==> src/cctr_pkg.sv <==
// Shared types and constants for the compact target retarget block.
// No dependencies.
package cctr_pkg;

    localparam int TARGET_BYTES_DEF = 32;
    localparam int OFF_W            = 6;   // byte offset, covers targets up to 64 bytes
    localparam int MANT_W           = 23;
    localparam int SPAN_W           = 34;
    localparam int PROD_W           = MANT_W + SPAN_W;
    localparam int LEN_W            = 6;   // bit length of the product
    localparam int NUM_W            = 64;  // dividend width
    localparam int DIV_W            = 32;
    localparam int FIFO_DEPTH       = 2;
    localparam int MIN_LEN          = 49;  // product bits wanted before division
    localparam logic [31:0] TS_RESET  = 32'd1209600;
    localparam logic [22:0] MANT_MASK = 23'h7fffff;
    localparam logic [7:0]  EXP_DIRECT = 8'd3;
    localparam logic        REG_PERIOD_LEN = 1'b0;

    typedef struct packed {
        logic              ovf;
        logic              zero;
        logic [MANT_W-1:0] base;
        logic [OFF_W-1:0]  off;
        logic [SPAN_W-1:0] span;
        logic [DIV_W-1:0]  div;
    } t_job;

    typedef struct packed {
        logic             ovf;
        logic             zero;
        logic [OFF_W-1:0] jb;
    } t_tag;

endpackage

==> src/cctr_fifo.sv <==
// Short job queue between front and back end.
// Depends on cctr_pkg.
module cctr_fifo (
    input  logic           i_clk,
    input  logic           i_rst_n,
    input  logic           i_push,
    input  cctr_pkg::t_job i_job,
    output logic           o_full,
    input  logic           i_pop,
    output logic           o_nonempty,
    output cctr_pkg::t_job o_job
);
    localparam int PW = $clog2(cctr_pkg::FIFO_DEPTH);
    localparam int CW = $clog2(cctr_pkg::FIFO_DEPTH + 1);

    cctr_pkg::t_job r_mem [cctr_pkg::FIFO_DEPTH];
    logic [PW-1:0]  r_wp, r_rp;
    logic [CW-1:0]  r_cnt;

    assign o_full     = r_cnt == CW'(cctr_pkg::FIFO_DEPTH);
    assign o_nonempty = r_cnt != '0;
    assign o_job      = r_mem[r_rp];

    always_ff @(posedge i_clk) begin
        if (i_push)
            r_mem[r_wp] <= i_job;
    end

    always_ff @(posedge i_clk) begin
        if (!i_rst_n) begin
            r_wp  <= '0;
            r_rp  <= '0;
            r_cnt <= '0;
        end else begin
            if (i_push)
                r_wp <= (r_wp == PW'(cctr_pkg::FIFO_DEPTH - 1)) ? '0 : r_wp + 1'b1;
            if (i_pop)
                r_rp <= (r_rp == PW'(cctr_pkg::FIFO_DEPTH - 1)) ? '0 : r_rp + 1'b1;
            r_cnt <= r_cnt + CW'(i_push) - CW'(i_pop);
        end
    end
endmodule

==> config.mk <==
export PLATFORM = sky130hd
export DESIGN_NAME = cctr_fifo
export DESIGN_NICKNAME = d
export VERILOG_FILES = /design/src/cctr_pkg.sv /design/src/cctr_fifo.sv
export SDC_FILE = /design/constraint.sdc
export NUM_CORES = 1
export LEC_CHECK = 0
export ABC_AREA = 1
export BUFFER_PORTS_ARGS = -buffer_cell sky130_fd_sc_hd__buf_4
export CAP_MARGIN = 15
export CORE_UTILIZATION = 52
export CTS_CLUSTER_SIZE = 40
export DETAILED_ROUTE_END_ITERATION = 8
export PLACE_DENSITY_LB_ADDON = 0.25
export SYNTH_ARGS = -nofsm -noshare
export SYNTH_HDL_FRONTEND = slang
export SYNTH_SLANG_ARGS = --single-unit
==> constraint.sdc <==
create_clock -name i_clk -period 7.3 [get_ports i_clk]
set_input_delay 1.095 -clock i_clk [delete_from_list [all_inputs] [get_ports i_clk]]
set_output_delay 1.095 -clock i_clk [all_outputs]
set_load 0.01 [all_outputs]
After elaboration in Yosys (flattened, before gate mapping)
Memory sizes are Yosys's and may differ from the RTL's. A register that Yosys moved wholly into a read port is not among the register bits.
Cells that the tools add are included.
{"block": "op_classes", "n_reduce_logical": 1, "eq_ne": 1, "addsub": 4, "n_mux": 6}
{"cell": "$mux W1", "n": 6}
{"cell": "$add A1 B1 Y1 const B", "n": 2}
{"cell": "$add A2 B1 Y2", "n": 1}
{"cell": "$eq A2 B2 Y1 const B", "n": 1}
{"cell": "$reduce_bool A2 Y1", "n": 1}
{"cell": "$sub A2 B1 Y2", "n": 1}
{"block": "word_totals", "ram_bits": 194, "reg_bits": 4, "n_memories": 1, "output_inout_bits": 99, "input_bits": 101}
{"name": "r_mem", "depth": 2, "word_bits": 97, "rd": 1, "rd_ports_with_merged_regs": 1, "wr": 1, "line": "cctr_fifo.sv:16", "text": "cctr_pkg::t_job r_mem [cctr_pkg::FIFO_DEPTH];"}

Longest topological paths before layout
{"block": "logic_depth", "ltp_word": 4, "ltp_mapped": 9, "ltp_nobuf": 9}

Worst setup path before layout
No wires, ideal clock.
{"block": "synth_timing", "path_kind": "input-to-reg", "from": "input i_push", "to": "memory r_mem[0][0] in the netlist's numbering, enable pin", "t_arrival_ns": 5.196, "path_buffers": 0, "stages": 2, "setup_slack_ns": 1.548, "required_ns": 6.744, "setup_time_ns": 0.556, "path_cell_list": "inv_1 -> nor2_1"}
{"block": "synth_via", "elab_chain_cells": 2}
{"element": "start, declared", "line": "cctr_fifo.sv:6", "text": "input logic i_push,"}
{"element": "$mux W1", "line": "cctr_fifo.sv:25", "text": "if (i_push)"}
{"element": "$mux W1 (implied by the code)", "line": "cctr_fifo.sv:26", "text": "r_mem[r_wp] <= i_job;"}
{"element": "end, declared", "line": "cctr_fifo.sv:16"}
Every way passes these cells.

==> out/metrics.yaml <==
start_util: 0.531
rsz0062_at_grt: "false"
reg2reg_setup_slack_ps: 5200
antenna_found_initial: 0
critPathKind: "flop to primary output"
fin_nets: 649
ys_seq_area_frac: 0.807
path_cells: "buf_4 -> mux2_2 -> buf_4"
fin_setup_tns_ps: 0
finalCritPeriodShare: 0.501
critical-path-top-delay-family: "buffers and inverters"
tritoncts: "built"
power_frac_clock: 0.348
layout_min_cycle_time_ps: 3660
regToRegEndpoint: "r_mem[1][51]"
grt_max_degree: 57
via_count: 3723
syn_area_sq_um: 7340
setup_violations: 0
die_h_um: 121
firstDrtPassIters: 4
clk_pin_slew_worst_paths_ps: 60
synth.distinct_cells: 12
dp_hpwl_um: 8440
status: "completed"
crit_arrival_ps: 2560
crit_top_cell: "buf_4"
power.internal_mw: 1.95
hold_buffers: 0
grt_pass1_vias: 3738
dpl.cell_count: 707
placed_area_sq_um: 9020
path_buf_inv: 2
cts-root-buf: "clkbuf_16"
cp_slowest_stage_delay_ps: 780
layoutNonFillerInstCount: 739
synth-warning-count: 0
whs_path_depth: 2
coreArea_sq_um: 13800
wl_per_cell_um: 17.3
holdCritStartpoint: "r_rp"
critPathCaptureType: "primary output"
synth.largest_area_cell: "edfxtp_1"
avgSynthCellArea_sq_um: 21.9
timing.rr.start: "r_wp"
slew_headroom: 0.410
irDropWorstVdd_uv: 191
overflow: 0
ys_seq_elements: 199
place_congestion: 0.722
final_util: 0.692
portBuffers: 199
fin_area_sq_um: 9570
final_max_slew_viol_count: 0
drcViolationCount: 0
hold_viol_final: 0
ios: 200
switchingPower_mw: 0.534
comb_power_share: 0.111
synth.area.top_cells: "edfxtp_1 79%, mux2_2 10%, mux2_4 6.1%, dfxtp_1 1.4%, buf_6 0.77%"
antenna_cells: 0
fillCellCount: 901
fin_skew_ps: 4.56
tightestPinTransition_ps: 886
netSwitchingFraction: 0.215
power_density_nw_per_um2: 259
detail-route-antenna-nets: 0
setup_ws_ps: 3640
cts.sinks: 199
cp-start-kind: "flop"
grt_usage: 0.177
die_w_um: 121
place_ws_ps: 4060
drt_iter0_markers: 192
numCtsBuffers: 17
worst-path-max-fanout: 56
critical_path_required_ps: 6200
r2r_cells: 3
cts-resized-gates: 0
syn_inst: 335
p_seq_frac: 0.541
routed_wl_um: 12800
p_leak_nw: 3.67
clk_latency_ps: 410
register_area_sq_um: 5930
htree_levels: 4
fmax_mhz: 273
areaGrowthSynthToFinish_pct: 30.4
max-cap-violations: 0
clockBufferDepth: 2
synth_top_area_frac: 0.793
synth_nets: 438
hp-class: "flop to flop"
multi_input_area_sq_um: 1310
grt_pass1_wl_um: 18800
layout-drive-gt1-share: 0.594
design.die.area_sq_um: 14600
vias_per_cell: 5.04
cp_slowest_cell: "buf_4"
fp-row-count: 43
postCtsSetupBuffers: 0
==> placed cells by master, fill, tap and decap left out, drive strengths merged <==
cell type	synthesis	layout
buf	11	203
edfxtp	194	194
mux2	97	97
clkbuf	0	18
inv	7	10
nand2	9	9
nor2	8	8
clkinv	0	6
dfxtp	5	5
clkinvlp	0	4
ha	2	2
a21oi	1	1
nand3	1	1
bufinv	0	1
==> metal layers <==
layer	global-route usage	routed length, um
met1	0.205	5140
met2	0.289	6370
met3	0.0778	1100
met4	0.0694	176
met5	0	0
==> sequential cells by signal, summed over array words and instances, names as in the netlist, named ones only <==
| name | count |
|---|---|
| r_cnt | 2 |
| r_wp | 1 |
| r_mem | 194 |
| r_rp | 1 |
==> worst reg2reg max path, cell delays in order (launching register included) <==
cell and delay [ps]:
dfxtp_1 400, nand2_1 140, inv_4 470, buf_4 690
==> power groups by stage <==
| stage | sequential (mW) | clock, mW | combinational (mW) |
|---|---|---|---|
| detailed placement | 1.37 | 0 | 0.278 |
| floorplan | 1.36 | 0 | 0.142 |
| finish | 1.34 | 0.863 | 0.275 |
| global placement | 1.37 | 0 | 0.271 |
| global route | 1.35 | 0.919 | 0.296 |
| CTS | 1.35 | 0.880 | 0.280 |
==> logic make-up after synthesis <==
family / synth area share
adders and majority gates: 0.00341
DFF: 0.807
buffers and inverters: 0.0153
and+or+nand+nor: 0.00937
AOI/OAI and AO/OA: 0.000681
muxes: 0.164
==> Yosys cell counts (all sizes together) <==
master	n
buf	11
inv	7
nor2	8
a21oi	1
dfxtp	5
nand2	9
mux2	97
edfxtp	194
ha	2
nand3	1
==> area by class of cell <==
class	count	share of cell area
tap	180	0.0235
clock buffer	18	0.0448
timing repair buffer	203	0.159
sequential	199	0.619
multi-input combinational	118	0.137
clock inverter	14	0.0131
inverter	7	0.00301
==> metrics by stage <==
stage,hold slack (ps),power [mW]
detailed placement,502,1.65
global route,568,2.56
finish,538,2.48
global placement,477,1.64
floorplan,463,1.50
CTS,548,2.50
==> worst max path at each step <==
stage,cells past startpoint,slack [ps],endpoint,start
global placement,3,4110,o_job[7],flop
CTS,3,3600,o_job[19],flop
floorplan,2,1550,r_mem[0][0],i_push
global route,3,3500,o_job[7],flop
detailed placement,3,4060,o_job[19],flop
finish,3,3640,o_job[8],flop
Power figures use the tool's default switching activity.
