**src/cctr_pkg.sv**
```systemverilog
// Shared types and constants for the compact target retarget block.
// No dependencies.
package cctr_pkg;

    localparam int TARGET_BYTES_DEF = 32;
    localparam int OFF_W            = 6;   // byte offset, covers targets up to 64 bytes
    localparam int MANT_W           = 23;
    localparam int SPAN_W           = 34;
    localparam int PROD_W           = MANT_W + SPAN_W;
    localparam int LEN_W            = 6;   // bit length of the product
    localparam int NUM_W            = 64;  // dividend width
    localparam int DIV_W            = 32;
    localparam int FIFO_DEPTH       = 2;
    localparam int MIN_LEN          = 49;  // product bits wanted before division
    localparam logic [31:0] TS_RESET  = 32'd1209600;
    localparam logic [22:0] MANT_MASK = 23'h7fffff;
    localparam logic [7:0]  EXP_DIRECT = 8'd3;
    localparam logic        REG_PERIOD_LEN = 1'b0;

    typedef struct packed {
        logic              ovf;
        logic              zero;
        logic [MANT_W-1:0] base;
        logic [OFF_W-1:0]  off;
        logic [SPAN_W-1:0] span;
        logic [DIV_W-1:0]  div;
    } t_job;

    typedef struct packed {
        logic             ovf;
        logic             zero;
        logic [OFF_W-1:0] jb;
    } t_tag;

endpackage

```
**src/cctr_front.sv**
```systemverilog
// Front end: input handshake, span clamp and compact expansion.
// Depends on cctr_pkg.
module cctr_front #(
    parameter int TARGET_BYTES = cctr_pkg::TARGET_BYTES_DEF
) (
    input  logic              i_in_valid,
    output logic              o_in_ready,
    input  logic [31:0]       i_measured_timespan,
    input  logic [31:0]       i_prev_compact,
    input  logic [31:0]       i_div,
    input  logic              i_full,
    output logic              o_push,
    output cctr_pkg::t_job    o_job
);
    localparam logic [7:0] TB8 = 8'(TARGET_BYTES);

    logic [7:0]                  expo;
    logic [cctr_pkg::MANT_W-1:0] mant;
    logic [cctr_pkg::SPAN_W-1:0] lo, hi, s;

    assign o_in_ready = !i_full;
    assign o_push     = i_in_valid && !i_full;

    always_comb begin
        expo = i_prev_compact[31:24];
        mant = i_prev_compact[22:0] & cctr_pkg::MANT_MASK;
        lo   = {2'b00, i_div[31:2]};
        hi   = {i_div, 2'b00};
        s    = {2'b00, i_measured_timespan};
        o_job.ovf  = expo > TB8;
        o_job.zero = (expo > TB8) || (i_div == '0);
        o_job.div  = i_div;
        if (s < lo)
            o_job.span = lo;
        else if (s > hi)
            o_job.span = hi;
        else
            o_job.span = s;
        if (expo <= cctr_pkg::EXP_DIRECT) begin
            o_job.base = mant >> {2'(2'd3 - expo[1:0]), 3'b000};
            o_job.off  = '0;
        end else begin
            o_job.base = mant;
            o_job.off  = cctr_pkg::OFF_W'(expo - cctr_pkg::EXP_DIRECT);
        end
    end
endmodule

```
**config.mk**
```make
export PLATFORM = sky130hd
export DESIGN_NAME = cctr_front
export DESIGN_NICKNAME = d
export VERILOG_FILES = /design/src/cctr_pkg.sv /design/src/cctr_front.sv
export SDC_FILE = /design/constraint.sdc
export NUM_CORES = 1
export LEC_CHECK = 0
export BUFFER_PORTS_ARGS = -buffer_cell sky130_fd_sc_hd__buf_2
export CORE_MARGIN = 2
export CORE_UTILIZATION = 44
export DETAILED_ROUTE_END_ITERATION = 7
export PLACE_DENSITY = 0.86
export SYNTH_ARGS = -nofsm -noshare
export SYNTH_HDL_FRONTEND = slang
export SYNTH_SLANG_ARGS = --single-unit
export TNS_END_PERCENT = 30
```
**constraint.sdc**
```tcl
create_clock -name vclk -period 3.81
set_clock_uncertainty 0.05 [all_clocks]
set_input_delay 0.9525 -clock vclk [all_inputs]
set_output_delay 0.9525 -clock vclk [all_outputs]
set_load 0.02 [all_outputs]
```
==> results of run 1 <==
==> per-layer routing <==
layer,overflow,global-route usage [%]
met1,0,72.2
met2,21,91.9
met3,0,55.6
met4,26,82.3
met5,0,8.93
==> synth_stat cells, types with 10 or more instances <==
cell	number	area share, %
buf_4	39	7.9
mux2i_1	30	8.1
nand2_1	63	6.4
a21oi_1	26	3.5
o41ai_2	10	4.4
and2_1	10	1.7
nand4_1	12	2.0
clkbuf_1	11	1.1
nor4_1	10	1.7
nor2_1	12	1.2
ha_1	61	21
o21ai_0	28	3.8
o41ai_1	17	4.0
inv_1	45	4.6
a221oi_2	20	8.1
==> cells by family after synthesis <==
group / Yosys count / synth area share (%)
compound gates: 144 / 33.5
buf+inv: 110 / 16.9
mux: 31 / 8.40
fa+ha+maj: 61 / 20.6
other cells: 1 / 0.101
simple gates: 143 / 20.1
xor+xnor: 2 / 0.472
==> timing repair <==
action                                  4_1_cts
hold buffers                                  0
resized for setup                           170
pin swaps                                    27
cloned                                        6
endpoints found under the setup margin       32
setup buffers                                16
endpoints found under the hold margin         0
==> stage by stage <==
step                      utilization, %  setup TNS [ps]  area (µm²)
after floorplan                        -           -1950        3950
after global placement              70.1          -17010        5730
after detailed placement            70.1          -24170        5730
after CTS                           85.0          -12270        6950
==> impl_metrics.json, run 1 <==
{
  "initial_core_util_pct": 45.4,
  "stop_stage": "global routing",
  "ios": 197,
  "post-place-ws_ps": -818,
  "fp-row-count": 33,
  "ys_seq_area_share_pct": 0,
  "avgSynthCellArea_um2": 7.54,
  "track_usage_pct": 73.9,
  "die_w_um": 95.8,
  "grt_max_degree": 25,
  "yosys_warnings": 0,
  "netlist_instances": 492,
  "ys_types": 53,
  "placedCellCount": 861,
  "synth_area_mm2": 0.00371,
  "overflow": 47,
  "crit_endpoint": "o_job[42]",
  "worstEndpointType": "primary output",
  "status": "did not finish",
  "die_height_um": 95.8,
  "gp_congestion": 0.932,
  "hpwl_um": 13200,
  "port_buffers": 194,
  "error_line": "[ERROR GRT-0232] Routing congestion too high. Check the congestion heatmap in the GUI."
}
==> run 2, diff against run 1 <==
Settings changed: CORE_UTILIZATION 44 to 35, PLACE_DENSITY 0.86 to not set, PLACE_DENSITY_LB_ADDON set to 0.15.
Clock period 3.81 ns to 4.95 ns, I/O delays scaled along.
==> impl_metrics.json, run 2 <==
{
  "viasPerCell": 5.52,
  "netlist_instances": 492,
  "hold_end": "o_in_ready",
  "port_buffers": 194,
  "seq_area_um2": 0,
  "final_layout_size_suffix_gt1_share_pct": 49.6,
  "hp-start": "i_full",
  "wl_per_cell_um": 17.3,
  "area_growth_pct": 47.8,
  "dr.pass1.iters": 5,
  "hpwl_um": 11600,
  "grt_pass1_wl_um": 22400,
  "initial_core_util_pct": 35.9,
  "cp_num_buf_inv": 4,
  "num_antenna_cells": 0,
  "yosys-top-cells-count": "63 x nand2_1, 61 x ha_1, 45 x inv_1",
  "final_common_cell": "buf_2",
  "status": "completed",
  "fp-row-count": 37,
  "tns_ps": 0,
  "die_height_um": 107,
  "cp-end-kind": "output pin",
  "drt_iter0_markers": 279,
  "slew_viol_final": 0,
  "power_frac_comb_pct": 100.0,
  "synth_area_mm2": 0.00371,
  "p_switching_mw": 0.318,
  "ys_types": 53,
  "crit_fanout": 22,
  "min_period_ps": 4910,
  "post-route-drc-count": 0,
  "dpl_cell_area_mm2": 0.00498,
  "worstPathArrival_ps": 3620,
  "gp_congestion": 0.875,
  "power_density_mw_per_mm2": 101,
  "period_share_pct": 99.1,
  "core_area_mm2": 0.0103,
  "post-place-ws_ps": -181,
  "hold_viol": 0,
  "p_leak_nw": 2.84,
  "power_mw": 0.556,
  "cp_slowest_cell": "nor4_4",
  "peakVddDrop_mv": 0.0456,
  "required_ps": 3660,
  "wl_um": 14500,
  "seq_cell_count": 0,
  "antenna_found_initial": 0,
  "maxCapViolations": 0,
  "max_stage_delay_ps": 390,
  "dieArea_mm2": 0.0114,
  "p_sw_share_pct": 57.2,
  "power_frac_seq_pct": 0,
  "layout_common_cells": "180 x buf_2, 72 x buf_4, 63 x nand2_1",
  "tightest_slew_ps": 663,
  "synth_top_cell_by_area": "ha_1",
  "min_path_cells": 3,
  "die_w_um": 107,
  "crit_family": "simple AND/OR/NAND/NOR gates",
  "maxSlewHeadroom_pct": 55.3,
  "yosysMostFrequentCell": "nand2_1",
  "vias": 4613,
  "clock_buffers": 0,
  "overflow": 0,
  "grt_pass1_vias": 4537,
  "final.setup.worst_slack_ps": 42.4,
  "min-delay-path-class": "in2out",
  "avgSynthCellArea_um2": 7.54,
  "track_usage_pct": 23.5,
  "ios": 197,
  "grt_max_degree": 35,
  "yosys_warnings": 0,
  "clkPwrFrac_pct": 0,
  "crit_chain": "buf_2 > inv_1 > ha_1 > nand4_1 > nor4_4 > and3_2 > buf_6 > o41ai_1 > a221oi_2 > mux2i_2 > buf_4",
  "fin_area_mm2": 0.00548,
  "synth.area.top_cells": "ha_1 21%, a221oi_2 8.1%, mux2i_1 8.1%",
  "ys_seq_area_share_pct": 0,
  "setup_violations": 0,
  "rsz0062_at_grt": "yes",
  "crit_type": "in2out",
  "yosysTopAreaCellShare_pct": 20.6,
  "final_antenna_net_count": 0,
  "fmaxAchievable_mhz": 204,
  "start_kind": "input pin",
  "p_int_mw": 0.238,
  "fin_nets": 860
}
==> run 2: cell counts after synthesis <==
Identical to the previous run, type by type.
==> run 2: cell families after synthesis <==
group           synth area share [%]
compound gates                  33.5
simple gates                    20.1
buf+inv                         16.9
fa+ha+maj                       20.6
mux                             8.40
xor+xnor                       0.472
other cells                    0.101
==> run 2: per-layer routing <==
metal / share of wire [%] / vias up / global-route usage, % / routed length [µm]
met1: 44 / 2156 / 30.8 / 6380
met2: 50 / 180 / 43.6 / 7180
li1: - / 2267 / - / -
met3: 5.6 / 10 / 1.40 / 818
met4: 0.74 / 0 / 2.13 / 107
met5: 0 / - / 0 / 0
==> run 2: stage by stage <==
| step | cells | hold slack, ps | util [%] |
|---|---|---|---|
| after floorplan | 493 | 2500 | - |
| after global placement | 826 | 2680 | 48.2 |
| after detailed placement | 826 | 2680 | 48.2 |
| after CTS | 827 | 2680 | 48.5 |
| after global routing | 835 | 2690 | 53.1 |
| final | 835 | 2680 | 53.1 |
==> run 2: layout make-up <==
cell class / instances / area (µm²)
repair buffers: 270 / 1740
well taps: 136 / 170
multi-input cells: 383 / 3400
inverters: 46 / 178
fillers: 1014 / 4840
==> run 2: worst max-delay path by stage <==
| stage | from | end | slack (ps) | cells past startpoint |
|---|---|---|---|---|
| after floorplan | i_div[15] | o_job[32] | 360 | 10 |
| after global placement | i_div[13] | o_job[42] | -170 | 12 |
| after detailed placement | i_div[13] | o_job[40] | -180 | 12 |
| after CTS | i_div[13] | o_job[33] | -20 | 13 |
| after global routing | i_div[28] | o_job[53] | -80 | 11 |
| final | i_div[25] | o_job[53] | 40 | 11 |
==> run 2: power by group through the flow <==
stage                     registers [mW]  logic [mW]  clock network, mW
after CTS                              0       0.504                  0
final                                  0       0.556                  0
after global placement                 0       0.492                  0
after global routing                   0       0.602                  0
after detailed placement               0       0.499                  0
after floorplan                        0       0.299                  0
==> run 2: tightest hold or removal path: cells and delay by family <==
kind | cells | cell delay [ps]
buffers and inverters | 3 | 250
==> run 2: what timing repair did <==
item | 4_1_cts | 5_1_grt
hold buffers | 0 | 0
resized for setup | 4 | 75
setup endpoints to repair | 32 | 32
buffers inserted | 1 | 6
hold endpoints to repair | 0 | 0
pin swaps | 2 | 13
gates cloned | 0 | 2
No activity file was read; power rests on OpenSTA's default activity.
==> run 3, diff against run 2 <==
Settings changed: ABC_AREA set to 1, RECOVER_POWER set to 100.
==> impl_metrics.json, run 3 <==
{
  "core_area_mm2": 0.00876,
  "cts_setup_buffers": 0,
  "fp-row-count": 34,
  "port_buffers": 194,
  "cp_slowest_cell": "ha_1",
  "ctsHoldBuffers": 0,
  "clock_buffers": 0,
  "maxCapViolations": 0,
  "fin_area_mm2": 0.00389,
  "crit_chain": "buf_2 > inv_1 > ha_1 > a21oi_1 > o21a_1 > nand2_1 > nand2_1 > nand2_1 > nand2_1 > nand2_2 > inv_2 > buf_12 > nand2_1 > nand2_1 > clkbuf_1",
  "required_ps": 3660,
  "ios": 197,
  "post-place-ws_ps": 352,
  "ys_types": 34,
  "yosysTopAreaCellShare_pct": 23.9,
  "final_antenna_net_count": 0,
  "fillers": 1029,
  "power_frac_comb_pct": 100.0,
  "synth.area.top_cells": "ha_1 24%, nand2_1 18%, inv_1 11%",
  "p_sw_share_pct": 66.3,
  "cp-end-kind": "output pin",
  "slew_viol_final": 0,
  "placedCellCount": 837,
  "overflow": 0,
  "crit_fanout": 22,
  "min-delay-path-class": "in2out",
  "final.setup.worst_slack_ps": 286,
  "grt_pass1_vias": 3858,
  "num_antenna_cells": 0,
  "final_common_cell": "nand2_1",
  "stdcell_count": 837,
  "power_frac_seq_pct": 0,
  "dr.pass1.iters": 4,
  "yosys-top-cells-count": "154 x nand2_1, 93 x inv_1, 67 x nand3_1",
  "synth_top_cell_by_area": "ha_1",
  "peakVddDrop_mv": 0.0431,
  "setup_violations": 0,
  "worstPathArrival_ps": 3380,
  "post-route-drc-count": 0,
  "viasPerCell": 4.91,
  "start_kind": "input pin",
  "p_switching_mw": 0.271,
  "p_int_mw": 0.138,
  "drt_iter0_markers": 110,
  "die_w_um": 99.5,
  "wl_um": 10700,
  "max_stage_delay_ps": 290,
  "hpwl_um": 8930,
  "vias": 4111,
  "crit_type": "in2out",
  "power_density_mw_per_mm2": 105,
  "clkPwrFrac_pct": 0,
  "final_layout_size_suffix_gt1_share_pct": 17.1,
  "status": "completed",
  "track_usage_pct": 20.3,
  "hold_viol": 0,
  "layout_common_cells": "154 x nand2_1, 104 x buf_2, 93 x inv_1",
  "wl_per_cell_um": 12.8,
  "dieArea_mm2": 0.00990,
  "tightest_slew_ps": 910,
  "dpl_cell_area_mm2": 0.00401,
  "ctsResizeCount": 0,
  "period_share_pct": 94.2,
  "gp_congestion": 0.886,
  "antenna_found_initial": 0,
  "crit_top_cell": "nand2_1",
  "rsz0062_at_grt": "no",
  "yosysMostFrequentCell": "nand2_1",
  "ys_seq_area_share_pct": 0,
  "maxSlewHeadroom_pct": 39.3,
  "synth_area_mm2": 0.00319,
  "fin_nets": 890,
  "netlist_instances": 580,
  "seq_area_um2": 0,
  "area_growth_pct": 22.0,
  "grt_pass1_wl_um": 17300,
  "die_height_um": 99.5,
  "initial_core_util_pct": 36.4,
  "grt_max_degree": 31,
  "p_leak_nw": 2.32,
  "tns_ps": 0,
  "min_period_ps": 4660,
  "seq_cell_count": 0,
  "fmaxAchievable_mhz": 214,
  "avgSynthCellArea_um2": 5.50,
  "yosys_warnings": 0
}
[run 3: cell count changes after synthesis, sizes merged, moves of 8 or more]
cell	delta
a221oi	-29
o41ai	-27
a21oi	+30
and2	-10
nor2	+29
inv	+49
clkbuf	-8
o21ai	-23
nand3	+65
and3	-8
mux2i	-30
nand2	+95
[run 3: logic make-up after synthesis]
family	count (synthesis)	synth area share (%)
AO/OA/AOI/OAI	76	13.1
XOR/XNOR	1	0.275
adder cells (fa/ha/maj)	61	23.9
buffers and inverters	150	22.7
other	1	0.118
AND/OR/NAND/NOR	291	39.9
[run 3: final timing paths]
check | startpoint | to | cells past startpoint
worst max-delay path | i_div[9] | o_job[51] | 15
worst min-delay path | i_div[1] | o_job[1] | 2
[run 3: cell type report]
| type | instances | area, µm² | share of cell area, % |
|---|---|---|---|
| multi-input cells | 431 | 2470 | 63.5 |
| repair buffers | 202 | 927 | 23.8 |
| inverters | 96 | 360 | 9.25 |
| well taps | 108 | 135 | 3.47 |
[run 3: per-layer routing]
| layer | part of all wire [%] | GRT usage, % | wire length, µm |
|---|---|---|---|
| met5 | 0 | 0 | 0 |
| met4 | 0.67 | 2.32 | 72 |
| met1 | 44 | 26.1 | 4680 |
| met3 | 5.9 | 0.773 | 634 |
| met2 | 50 | 38.6 | 5290 |
[run 3: worst max-delay path: cells and delay by family]
kind                     cells  cell delay (ps)
buffers and inverters        5              950
AND/OR/NAND/NOR              7              600
AO/OA/AOI/OAI                2              290
adder cells (fa/ha/maj)      1              290
[run 3: power by group through the flow]
stage          Clock (mW)  Sequential [mW]  Combinational (mW)
2_1_floorplan           0                0               0.283
3_3_place_gp            0                0               0.415
3_5_place_dp            0                0               0.422
4_1_cts                 0                0               0.424
5_1_grt                 0                0               0.460
6_report                0                0               0.408
[run 3: per-stage QoR]
| step | util [%] | power, mW | hold WS, ps |
|---|---|---|---|
| final | 44.4 | 0.408 | 2690 |
| after CTS | 45.8 | 0.424 | 2660 |
| after global placement | 45.8 | 0.415 | 2660 |
| after global routing | 44.4 | 0.460 | 2700 |
| after floorplan | - | 0.283 | 2500 |
| after detailed placement | 45.8 | 0.422 | 2660 |
